File: src/sv/vna_pkg.sv
// ----------------------------------------------------------------------------
// vna_pkg - shared constants and types
// Widths, operation codes and the multiplier request bundle of the
// vertex normal accumulator.
// ----------------------------------------------------------------------------
`default_nettype none

package vna_pkg;

    localparam int VERTEX_DEPTH = 1024;
    localparam int ADDR_W       = $clog2(VERTEX_DEPTH);
    localparam int IDX_W        = 10;
    localparam int POS_W        = 24;
    localparam int NRM_W        = 16;
    localparam int DIFF_W       = POS_W + 1;
    localparam int VEC_W        = 50;
    localparam int MAG_W        = 50;
    localparam int MUL_W        = 31;
    localparam int PROD_W       = 2 * MUL_W;
    localparam int SUM_W        = 62;
    localparam int ROOT_W       = 63;
    localparam int LEN_W        = 31;
    localparam int QUO_W        = 15;
    localparam int NUM_W        = 45;

    localparam logic OP_LOAD = 1'b0;
    localparam logic OP_TRI  = 1'b1;

    typedef struct packed {
        logic signed [MUL_W-1:0] a;
        logic signed [MUL_W-1:0] b;
    } t_mul_req;

endpackage

`default_nettype wire

File: src/sv/vna_mul.sv
// ----------------------------------------------------------------------------
// vna_mul - shared registered multiplier
// Signed multiply with the product registered.
// ----------------------------------------------------------------------------
`default_nettype none

module vna_mul (
    input  wire logic                                i_clk,
    input  wire vna_pkg::t_mul_req                   i_req,
    output logic signed [vna_pkg::PROD_W-1:0]        o_p
);

    always_ff @(posedge i_clk) begin
        o_p <= i_req.a * i_req.b;
    end

endmodule

`default_nettype wire

File: config.mk
export PLATFORM = sky130hd
export DESIGN_NAME = vna_mul
export DESIGN_NICKNAME = d
export VERILOG_FILES = /design/src/sv/vna_pkg.sv /design/src/sv/vna_mul.sv
export SDC_FILE = /design/constraint.sdc
export NUM_CORES = 2
export LEC_CHECK = 0
export BUFFER_PORTS_ARGS = -buffer_cell sky130_fd_sc_hd__buf_2
export CAP_MARGIN = 20
export CORE_MARGIN = 10
export CORE_UTILIZATION = 67
export DETAILED_ROUTE_END_ITERATION = 7
export PLACE_DENSITY = 0.93
export SYNTH_ARGS = -nofsm -noshare
export SYNTH_HDL_FRONTEND = slang
export SYNTH_SLANG_ARGS = --single-unit
export TNS_END_PERCENT = 10
File: constraint.sdc
create_clock -name i_clk -period 12.5 [get_ports i_clk]
set_input_delay 2.5 -clock i_clk [delete_from_list [all_inputs] [get_ports i_clk]]
set_output_delay 2.5 -clock i_clk [all_outputs]
set_load 0.05 [all_outputs]
==> metrics <==
CP max FO 17; CP startpoint i_req[22]; Clock transition at path regs 0.07 ns; max FFs per register between 60 and 70; Post-CTS Setup Bufs 0; min Tclk post-route roughly 11 ns; row count 84; RSZ-0062 raised after global routing false; Layout area overhead 3.53%; Via Count 27005; count of final setup violators 0; Final period util 0.912; Top-Level Pins ~130; Hold Path Sink o_p[0]$_DFF_P_; CORE AREA about 53000 sq um; chip height between 200 and 300 microns; Warnings, synthesis 0; Syn Std Cell Area 35600 sq um; worst slew pin tran between 1 and 1.5 ns; CTS tree done; dominant cell type by area after synthesis fa_1; most used flip-flop cell after synthesis dfxtp_1; post-DR vias/cell between 6 and 7; ratio of cells with drive above 1 in the final layout 0.0465; Starting Density 0.677; drt first-iter violations 2770; initial antenna violation count 6; wire length per cell around 24 microns; Largest regs o_p (62); Overflow after GRT 0; Syn Nets 5059; Max-cap violations 0; Sink Count 62; Slew Limit Fails 0; DRC viols 3; GRT Overall Usage 0.344; Highest Clock Rate slightly below 0.09 GHz; CP endpoint kind flop; CTS Buffer Depth 2; Seq cells post-synth slightly above 60; relative slew slack 0.283; asr flop ratio synth 0; Avg Cell Area, Syn 9.37 sq um; Area contributors post-synth fa_1 57%, inv_1 11%, and2_1 7.9%; Die Area approximately 63000 sq um; HP Class input port to flop; # fillers approximately 3400; Synth top cells by count 1018 x fa_1, 1016 x inv_1, 514 x nand2_1, 451 x and2_1, 198 x clkbuf_1; CP Class input port to flop; vias in the first global route just over 30000; Syn Inst Count ~3800; hpwl dp around 80 mm; NumNets Final ~5000; antenna viol nets, final 0; CTS-repair resized insts 0; EDFF count, synth 0; Worst Path Required between 10 and 15 ns; first-pass GRT wire length roughly 170 mm; critical hold path startpoint i_req[0]; Routed Wire Length between 100 and 150 mm; Num CTS Buffers 9; largest net degree at the start of global routing 33; Top reg by flops o_p; CP Launch Type input port; TNS Setup 0 ns; drt pass-1 iters 8; Register Area ~1200 sq um; Seq/Total Area, Yosys 0.0349; Post-CTS Hold Buffers 0; area fraction of the dominant cell type after synthesis 0.573; CTS root buffer clkbuf_16; cell with the most instances after synthesis fa_1; worst hold margin between 2 and 3 ns; Buffers on Ports 124; Multi-input gate area 29800 sq um; Arr. time, crit path around 12 ns; Max H-tree Level 3; hold depth 2; violated checks DRC; global placer's final weighted congestion around 1.1; die width 250 microns; status complete, but fails checks; count of unique library cells instantiated by Yosys 47; Final Hold Viols 0
[routing by layer]
| layer | GRT usage | share of wire |
|---|---|---|
| met1 | 0.376 | 0.30 |
| met2 | 0.539 | 0.46 |
| met3 | 0.128 | 0.14 |
| met4 | 0.262 | 0.096 |
| met5 | 0 | 0.00011 |
[placed cells by master, fill, tap and decap left out, types with 10 or more instances in the layout]
cell	instances
nor2_1	26
and2_1	451
a21o_1	30
buf_4	27
inv_1	1016
dfxtp_1	62
xnor2_1	46
nand2b_1	10
fa_1	1018
xor2_1	22
a21oi_1	64
nand3_1	14
ha_1	182
nand2_1	514
nor2b_1	29
nand4_1	10
o21ai_0	23
buf_2	124
[worst max-delay path, stage by stage]
cell,delay (ns)
buf_2,0.55
buf_4,0.38
nand2_1,0.13
fa_1,0.57
inv_1,0.06
fa_1,0.60
fa_1,0.53
fa_1,0.59
fa_1,0.46
fa_1,0.48
fa_1,0.55
fa_1,0.48
ha_1,0.46
nand4_1,0.31
or3_1,0.59
nor4_1,0.24
o21a_1,0.40
o2111ai_1,0.22
a21oi_1,0.78
o21ai_1,0.24
a21oi_1,0.20
nor2_1,0.07
o311ai_0,0.27
[layout make-up]
type,count,area share
inverter,1016,0.104
multi-input combinational,2520,0.808
sequential,62,0.0337
timing repair buffer,151,0.0223
antenna,3,0.000204
clock inverter,3,0.00115
clock buffer,12,0.00723
tap,688,0.0234
[cell families (layout without fill, tap and decap cells)]
| group | Yosys count | count (layout) | share of synthesized area |
|---|---|---|---|
| AO/OA/AOI/OAI | 175 | 175 | 0.0325 |
| XOR/XNOR | 68 | 68 | 0.0167 |
| adder cells (fa/ha/maj) | 1200 | 1200 | 0.637 |
| buffers and inverters | 1214 | 1182 | 0.128 |
| flip-flops | 62 | 62 | 0.0349 |
| multiplexers | 1 | 1 | 0.000316 |
| other | 0 | 3 | 0 |
| AND/OR/NAND/NOR | 1076 | 1076 | 0.151 |
[worst max-delay path by stage]
stage                 endpoint  slack (ns)  depth (start not counted)
2_1_floorplan  o_p[60]$_DFF_P_        2.91                         26
3_3_place_gp   o_p[55]$_DFF_P_        1.23                         25
3_5_place_dp   o_p[55]$_DFF_P_        1.01                         25
4_1_cts        o_p[55]$_DFF_P_        1.36                         25
5_1_grt        o_p[54]$_DFF_P_        0.70                         26
6_report       o_p[54]$_DFF_P_        1.10                         23
[metrics by stage]
step	worst slack (ns)	util	area [sq um]	instances
6_report	1.10	0.701	36800	4455
3_3_place_gp	1.23	0.695	36500	4437
4_1_cts	1.36	0.701	36800	4452
3_5_place_dp	1.01	0.695	36500	4437
2_1_floorplan	2.91	-	35600	3796
5_1_grt	0.695	0.701	36800	4453
Power is left out: the tool's default activity adds up to more than one toggle a clock period on the data nets, which glitch-free logic cannot reach.
