[config.mk]
export PLATFORM = sky130hd
export DESIGN_NAME = vna_norm
export DESIGN_NICKNAME = d
export VERILOG_FILES = /design/src/sv/vna_pkg.sv /design/src/sv/vna_norm.sv
export SDC_FILE = /design/constraint.sdc
export NUM_CORES = 2
export LEC_CHECK = 0
export CORE_MARGIN = 2
export CORE_UTILIZATION = 66
export CTS_CLUSTER_SIZE = 40
export DETAILED_ROUTE_END_ITERATION = 12
export DONT_BUFFER_PORTS = 1
export PLACE_DENSITY = 0.82
export SETUP_SLACK_MARGIN = 0.4
export SLEW_MARGIN = 20
export SYNTH_ARGS = -nofsm -noshare
export SYNTH_HDL_FRONTEND = slang
export SYNTH_SLANG_ARGS = --single-unit
[constraint.sdc]
create_clock -name i_clk -period 13.3 [get_ports i_clk]
set_clock_uncertainty 0.1 [all_clocks]
set_input_delay 2.66 -clock i_clk [delete_from_list [all_inputs] [get_ports i_clk]]
set_output_delay 2.66 -clock i_clk [all_outputs]
set_load 0.005 [all_outputs]
[src/sv/vna_pkg.sv]
// ----------------------------------------------------------------------------
// vna_pkg - shared constants and types
// Widths, operation codes and the multiplier request bundle of the
// vertex normal accumulator.
// ----------------------------------------------------------------------------
`default_nettype none

package vna_pkg;

    localparam int VERTEX_DEPTH = 1024;
    localparam int ADDR_W       = $clog2(VERTEX_DEPTH);
    localparam int IDX_W        = 10;
    localparam int POS_W        = 24;
    localparam int NRM_W        = 16;
    localparam int DIFF_W       = POS_W + 1;
    localparam int VEC_W        = 50;
    localparam int MAG_W        = 50;
    localparam int MUL_W        = 31;
    localparam int PROD_W       = 2 * MUL_W;
    localparam int SUM_W        = 62;
    localparam int ROOT_W       = 63;
    localparam int LEN_W        = 31;
    localparam int QUO_W        = 15;
    localparam int NUM_W        = 45;

    localparam logic OP_LOAD = 1'b0;
    localparam logic OP_TRI  = 1'b1;

    typedef struct packed {
        logic signed [MUL_W-1:0] a;
        logic signed [MUL_W-1:0] b;
    } t_mul_req;

endpackage

`default_nettype wire

[src/sv/vna_norm.sv]
// ----------------------------------------------------------------------------
// vna_norm - iterative vector normalizer
// Scales a 3-vector to unit length in Q1.14: shift search, sum of squares
// on the shared multiplier, bit-serial square root and restoring division.
// ----------------------------------------------------------------------------
`default_nettype none

module vna_norm (
    input  wire logic                                    i_clk,
    input  wire logic                                    i_rst_n,
    input  wire logic                                    i_start,
    input  wire logic signed [vna_pkg::VEC_W-1:0]        i_vec [3],
    output logic                                         o_done,
    output logic signed [vna_pkg::NRM_W-1:0]             o_res [3],
    output vna_pkg::t_mul_req                            o_mul,
    input  wire logic signed [vna_pkg::PROD_W-1:0]       i_mul_p
);

    localparam logic [2:0] N_IDLE  = 3'd0;
    localparam logic [2:0] N_SHIFT = 3'd1;
    localparam logic [2:0] N_SQ    = 3'd2;
    localparam logic [2:0] N_SQRT  = 3'd3;
    localparam logic [2:0] N_DLOAD = 3'd4;
    localparam logic [2:0] N_DIV   = 3'd5;

    localparam logic [vna_pkg::MAG_W-1:0] LIM_R8 = vna_pkg::MAG_W'(1) << 38;
    localparam logic [vna_pkg::MAG_W-1:0] LIM_R1 = vna_pkg::MAG_W'(1) << 30;
    localparam logic [vna_pkg::MAG_W-1:0] LIM_L1 = vna_pkg::MAG_W'(1) << 29;
    localparam logic [vna_pkg::MAG_W-1:0] LIM_L8 = vna_pkg::MAG_W'(1) << 21;

    logic [2:0]                      r_state;
    logic                            r_neg [3];
    logic [vna_pkg::MAG_W-1:0]       r_mag [3];
    logic [3:0]                      r_cnt;
    logic [1:0]                      r_idx;
    logic [vna_pkg::SUM_W-1:0]       r_sum;
    logic [vna_pkg::SUM_W-1:0]       r_v;
    logic [vna_pkg::ROOT_W-1:0]      r_root;
    logic [vna_pkg::ROOT_W-1:0]      r_bit;
    logic [vna_pkg::LEN_W-1:0]       r_len;
    logic [vna_pkg::LEN_W:0]         r_rem;
    logic [vna_pkg::QUO_W-1:0]       r_num;
    logic [vna_pkg::QUO_W-1:0]       r_quo;
    logic                            r_done;
    logic signed [vna_pkg::NRM_W-1:0] r_res [3];

    logic [vna_pkg::MAG_W-1:0]       w_abs [3];
    logic [vna_pkg::MAG_W-1:0]       w_max;
    logic [vna_pkg::ROOT_W-1:0]      w_trial;
    logic [vna_pkg::NUM_W-1:0]       w_num;
    logic [vna_pkg::LEN_W:0]         w_t;
    logic                            w_ge;
    logic [vna_pkg::QUO_W-1:0]       w_q;
    logic [vna_pkg::MUL_W-1:0]       w_sq_op;
    logic                            w_fin;

    always_comb begin
        for (int i = 0; i < 3; i++) begin
            w_abs[i] = i_vec[i][vna_pkg::VEC_W-1] ? vna_pkg::MAG_W'(-i_vec[i])
                                                 : vna_pkg::MAG_W'(i_vec[i]);
        end
        w_max = r_mag[0];
        if (r_mag[1] > w_max) w_max = r_mag[1];
        if (r_mag[2] > w_max) w_max = r_mag[2];
        w_trial = r_root + r_bit;
        w_num   = {r_mag[r_idx][29:0], 14'd0} + vna_pkg::NUM_W'(r_len >> 1);
        w_t     = {r_rem[vna_pkg::LEN_W-1:0], r_num[vna_pkg::QUO_W-1]};
        w_ge    = w_t >= {1'b0, r_len};
        w_q     = {r_quo[vna_pkg::QUO_W-2:0], w_ge};
        w_sq_op = (r_cnt < 4'd3) ? {1'b0, r_mag[r_cnt[1:0]][29:0]} : '0;
        // finish on a zero vector at start, or after the last quotient bit
        w_fin   = ((r_state == N_IDLE) && i_start && w_abs[0] == '0
                   && w_abs[1] == '0 && w_abs[2] == '0)
                || ((r_state == N_DIV) && (r_cnt == 4'(vna_pkg::QUO_W - 1))
                   && (r_idx == 2'd2));
    end

    assign o_mul.a = w_sq_op;
    assign o_mul.b = w_sq_op;
    assign o_done  = r_done;
    assign o_res   = r_res;

    always_ff @(posedge i_clk) begin
        if (!i_rst_n) begin
            r_state <= N_IDLE;
            r_done  <= 1'b0;
        end else begin
            r_done <= w_fin;
            case (r_state)
                N_IDLE: begin
                    if (i_start) begin
                        for (int i = 0; i < 3; i++) begin
                            r_neg[i] <= i_vec[i][vna_pkg::VEC_W-1];
                            r_mag[i] <= w_abs[i];
                        end
                        if (w_abs[0] == '0 && w_abs[1] == '0 && w_abs[2] == '0) begin
                            for (int i = 0; i < 3; i++) r_res[i] <= '0;
                        end else begin
                            r_state <= N_SHIFT;
                        end
                    end
                end
                N_SHIFT: begin
                    if (w_max >= LIM_R8) begin
                        for (int i = 0; i < 3; i++) r_mag[i] <= r_mag[i] >> 8;
                    end else if (w_max >= LIM_R1) begin
                        for (int i = 0; i < 3; i++) r_mag[i] <= r_mag[i] >> 1;
                    end else if (w_max < LIM_L8) begin
                        for (int i = 0; i < 3; i++) r_mag[i] <= r_mag[i] << 8;
                    end else if (w_max < LIM_L1) begin
                        for (int i = 0; i < 3; i++) r_mag[i] <= r_mag[i] << 1;
                    end else begin
                        r_cnt   <= '0;
                        r_sum   <= '0;
                        r_state <= N_SQ;
                    end
                end
                N_SQ: begin
                    // issue one square a cycle, accumulate the one from last cycle
                    r_cnt <= r_cnt + 4'd1;
                    if (r_cnt != '0) r_sum <= r_sum + vna_pkg::SUM_W'(i_mul_p);
                    if (r_cnt == 4'd3) begin
                        r_v     <= r_sum + vna_pkg::SUM_W'(i_mul_p);
                        r_root  <= '0;
                        r_bit   <= vna_pkg::ROOT_W'(1) << 62;
                        r_state <= N_SQRT;
                    end
                end
                N_SQRT: begin
                    if (r_bit == '0) begin
                        r_len   <= r_root[vna_pkg::LEN_W-1:0];
                        r_idx   <= '0;
                        r_state <= N_DLOAD;
                    end else begin
                        if ({1'b0, r_v} >= w_trial) begin
                            r_v    <= r_v - vna_pkg::SUM_W'(w_trial);
                            r_root <= (r_root >> 1) + r_bit;
                        end else begin
                            r_root <= r_root >> 1;
                        end
                        r_bit <= r_bit >> 2;
                    end
                end
                N_DLOAD: begin
                    r_rem   <= (vna_pkg::LEN_W + 1)'(w_num[vna_pkg::NUM_W-1:vna_pkg::QUO_W]);
                    r_num   <= w_num[vna_pkg::QUO_W-1:0];
                    r_quo   <= '0;
                    r_cnt   <= '0;
                    r_state <= N_DIV;
                end
                N_DIV: begin
                    r_rem <= w_ge ? (w_t - {1'b0, r_len}) : w_t;
                    r_quo <= w_q;
                    r_num <= r_num << 1;
                    r_cnt <= r_cnt + 4'd1;
                    if (r_cnt == 4'(vna_pkg::QUO_W - 1)) begin
                        r_res[r_idx] <= r_neg[r_idx] ? -vna_pkg::NRM_W'(w_q)
                                                     : vna_pkg::NRM_W'(w_q);
                        if (r_idx == 2'd2) begin
                            r_state <= N_IDLE;
                        end else begin
                            r_idx   <= r_idx + 2'd1;
                            r_state <= N_DLOAD;
                        end
                    end
                end
                default: r_state <= N_IDLE;
            endcase
        end
    end

endmodule

`default_nettype wire

==> reports/qor.csv <==
stage,metric,value,unit
cells_and_area,share of layout cells above drive strength 1,5.09,%
critical_path,critical-path maximum fanout,94,
place,Worst Setup Slack post-DPL,4.49,ns
status,result of the run,"finished, final reports clean",
floorplanning,effective utilization at floorplan,66.7,%
critical_path,Worst Setup Path Type,flip-flop to flip-flop,
power,peak ir drop on the vdd network,134,uV
clocking,Clock transition at path regs,0.06,ns
sta,final worst path period share,70.9,%
sta,final hold violation count,0,
logic_synthesis,Yosys reg bits,525,
sta,final setup margin,3.87,ns
grt,via count of the first global-routing pass,42200,
floorplanning,standard-cell rows,98,
route,total wire length,167,mm
grt,global-route wire length before repair,251,mm
logic_synthesis,cell type contributing the most total cell area after synthesis,sky130_fd_sc_hd__edfxtp_1,
sta,crit path time final,9.43,ns
logic_synthesis,area of the mapped netlist,47700,sq um
critical_path,WP data required,13.59,ns
route,number of DRC markers in iteration 0,6467,
cells_and_area,multi-input logic area,30000,sq um
clocking,number of buffers inserted for hold repair after clock tree synthesis,0,
grt,GRT Resource Usage Total,43.3,%
critical_path,type of element capturing the critical path,flip-flop,
power,power density relative to cell area,145,nW/um^2
grt,pin count of the biggest net entering global routing,103,
logic_synthesis,most common cell in the synthesized netlist,sky130_fd_sc_hd__nor2_1,
sta,pin slew with the least headroom to its limit,1.05,ns
sta,count of final setup violators,0,
logic_synthesis,Avg Inst Size Synth,8.67,sq um
logic_synthesis,post-synth cell types,93,
logic_synthesis,cells taking the most area after synthesis,"sky130_fd_sc_hd__edfxtp_1 (33%), sky130_fd_sc_hd__ha_1 (9.1%), sky130_fd_sc_hd__a21oi_1 (5.1%)",
clocking,number of buffers added for setup after CTS,0,
route,number of search-and-repair iterations in the first detailed-routing pass,8,
logic_synthesis,Synthesis Warnings,0,
clocking,maximum number of buffers from clock root to sink,3,
grt,antenna violations before repair,11,
cells_and_area,area delta synth->final,4.74,%
clocking,H-tree levels,2,
hold_path,HP Class,flip-flop to flip-flop,
place,I/O Buffers,0,
logic_synthesis,synth cell count leaders,"sky130_fd_sc_hd__nor2_1 (544), sky130_fd_sc_hd__edfxtp_1 (517), sky130_fd_sc_hd__a21oi_1 (490)",
sta,Slew Limit Fails,0,
sta,setup TNS after final layout,0,ns
cells_and_area,number of nets in the layout,5822,
sta,Rel. slew slack,27.9,%
place,DPL Wire Length,124,mm
clocking,cell at the root of the clock tree,sky130_fd_sc_hd__clkbuf_16,
critical_path,arrival time of data at the critical path endpoint,9.71,ns
route,routed wirelength normalized by instance count,26.7,microns
floorplanning,number of ports placed on the die boundary,326,
logic_synthesis,"Seq/Total Area, Yosys",32.9,%
route,DR vias/cell,7.25,
sta,RSZ-0062 raised after global routing,false,
logic_synthesis,Post-Syn Instances,5499,
floorplanning,core footprint,71500,sq um
clocking,count of instances resized after the clock tree is built,0,
route,Post-route DRC,0,
clocking,TritonCTS clock tree,yes,
route,vias after detailed routing,45400,
cells_and_area,FF/Latch Area,15700,sq um
power,cell leakage power,18.9,nW
job,max-capacitance violation count,0,
logic_synthesis,Synth async-reset ratio,0,%
place,routability cong.,1.07,
logic_synthesis,number of enable flip-flop cells after synthesis,517,
floorplanning,full die area,74400,sq um
critical_path,longest individual stage delay on the worst path,0.90,ns
sta,achievable clock frequency,106,MHz
grt,leftover overflow at the end of global routing,0,
critical_path,CP Cell Sequence,inv_1 > ha_1 > a21oi_1 > o21ai_0 > a2111oi_0 > o211ai_1 > a311oi_1 > nor2_4 > buf_4 > nor2_1 > a21oi_1 > ha_1 > nand4_1 > nor4_1 > nand4_1 > o2bb2ai_1 > o21ai_0 > o31ai_4 > buf_4 > nand2_4 > buf_4 > nand2_1 > o21ai_0 > nand2_1,
floorplanning,height of the die,273,microns
logic_synthesis,main flop type after synthesis,sky130_fd_sc_hd__edfxtp_1,
cells_and_area,fill cell total of the finished layout,5640,
critical_path,highest-delay cell along the critical path,sky130_fd_sc_hd__buf_4,
critical_path,critical path launch point type,flip-flop,
logic_synthesis,top-area cell type share of the netlist area,32.6,%
clocking,clock latency of the later-clocked register in the worst-skew pair,0.68,ns
clocking,number of CTS-inserted buffers,61,
route,DRT antenna net count,0,
floorplanning,Die X-Extent,273,microns
clocking,number of sinks handled by clock tree synthesis,525,
## report_power, final
group,internal (mW),leakage (nW),switching [mW]
clock network,0.973,0.972,0.755
logic,1.07,13.0,1.84
registers,2.16,4.95,0.455
## worst max-delay path, delay by kind of cell, from the launching register on
family                   cells  cell delay, ns
AO/OA/AOI/OAI               10            3.19
AND/OR/NAND/NOR              8            2.91
buffers and inverters        4            1.68
adder cells (fa/ha/maj)      2            0.67
flip-flops                   1            0.50
## through the flow
stage	cell area, sq um	total power [mW]	util (%)	cells	hold WS [ns]
3_5_place_dp	47900	5.40	67.0	6142	0.392
5_1_grt	49900	7.57	69.9	6257	0.417
6_report	49900	7.26	69.9	6258	0.404
3_3_place_gp	47900	5.35	67.0	6142	0.340
4_1_cts	49900	7.11	69.8	6255	0.406
2_1_floorplan	47700	4.53	-	5500	0.333
## final timing paths
| path | slack (ns) | from | to | depth (start not counted) |
|---|---|---|---|---|
| min reg2reg | 0.40 | r_root[0]$_SDFFCE_PN0P_ | r_len[0]$_DFFE_PP_ | 0 |
| max reg2reg | 3.87 | r_mag[0][5]$_DFFE_PP_ | r_mag[1][34]$_DFFE_PP_ | 24 |
| min | 0.40 | r_root[0]$_SDFFCE_PN0P_ | r_len[0]$_DFFE_PP_ | 0 |
| max | 3.87 | r_mag[0][5]$_DFFE_PP_ | r_mag[1][34]$_DFFE_PP_ | 24 |
## state kept, by name, summed over array words and instances, names as in the netlist, 3 cells and up, named ones only
signal / cells
r_cnt: 4
r_num: 15
r_len: 31
r_quo: 14
r_sum: 62
r_neg: 3
r_state: 3
r_root: 63
o_res: 48
r_bit: 32
r_rem: 31
r_v: 62
r_mag: 150
## placed cells by master, fill, tap and decap left out, types with 35 or more instances in the layout
cell and instances:
sky130_fd_sc_hd__a211oi_1 93, sky130_fd_sc_hd__a21o_1 140, sky130_fd_sc_hd__a21oi_1 489, sky130_fd_sc_hd__a221o_1 107, sky130_fd_sc_hd__a22oi_1 41, sky130_fd_sc_hd__a31oi_1 94, sky130_fd_sc_hd__and2_1 59, sky130_fd_sc_hd__and3_1 43
sky130_fd_sc_hd__buf_4 46, sky130_fd_sc_hd__clkbuf_16 62, sky130_fd_sc_hd__edfxtp_1 517, sky130_fd_sc_hd__ha_1 347, sky130_fd_sc_hd__inv_1 187, sky130_fd_sc_hd__mux2i_1 113, sky130_fd_sc_hd__nand2_1 456, sky130_fd_sc_hd__nand3_1 93
sky130_fd_sc_hd__nand4_1 106, sky130_fd_sc_hd__nor2_1 537, sky130_fd_sc_hd__nor2b_1 35, sky130_fd_sc_hd__nor3_1 85, sky130_fd_sc_hd__nor4_1 73, sky130_fd_sc_hd__o211ai_1 35, sky130_fd_sc_hd__o21a_1 42, sky130_fd_sc_hd__o21ai_0 324
sky130_fd_sc_hd__o21bai_1 61, sky130_fd_sc_hd__o221ai_1 84, sky130_fd_sc_hd__o31ai_1 52, sky130_fd_sc_hd__o41ai_1 37, sky130_fd_sc_hd__or3_1 83, sky130_fd_sc_hd__xnor2_1 197, sky130_fd_sc_hd__xor2_1 207
## area by class of cell
type	count	share of cell area, %
Antenna cell	2	0.0100
Clock buffer	73	3.19
Clock inverter	40	0.834
Inverter	189	1.42
Multi-Input combinational cell	4433	60.1
Sequential cell	525	31.4
Tap cell	950	2.38
Timing Repair Buffer	46	0.691
## cell families after synthesis
logic type / after synthesis / share of synthesized area (%)
other: 1 / 0.00786
muxes: 125 / 2.66
and+or+nand+nor: 1744 / 17.7
AOI/OAI and AO/OA: 1807 / 25.5
xor gates and xnor gates: 404 / 7.42
DFF: 525 / 32.9
buffers and inverters: 542 / 4.56
adders and majority gates: 351 / 9.27
## per-layer routing
layer	global-route usage, %	wire length, microns
met3	14.9	22500
met2	64.8	71200
met1	55.4	63100
met4	22.8	10200
met5	0	66
Power figures use the tool's default switching activity.
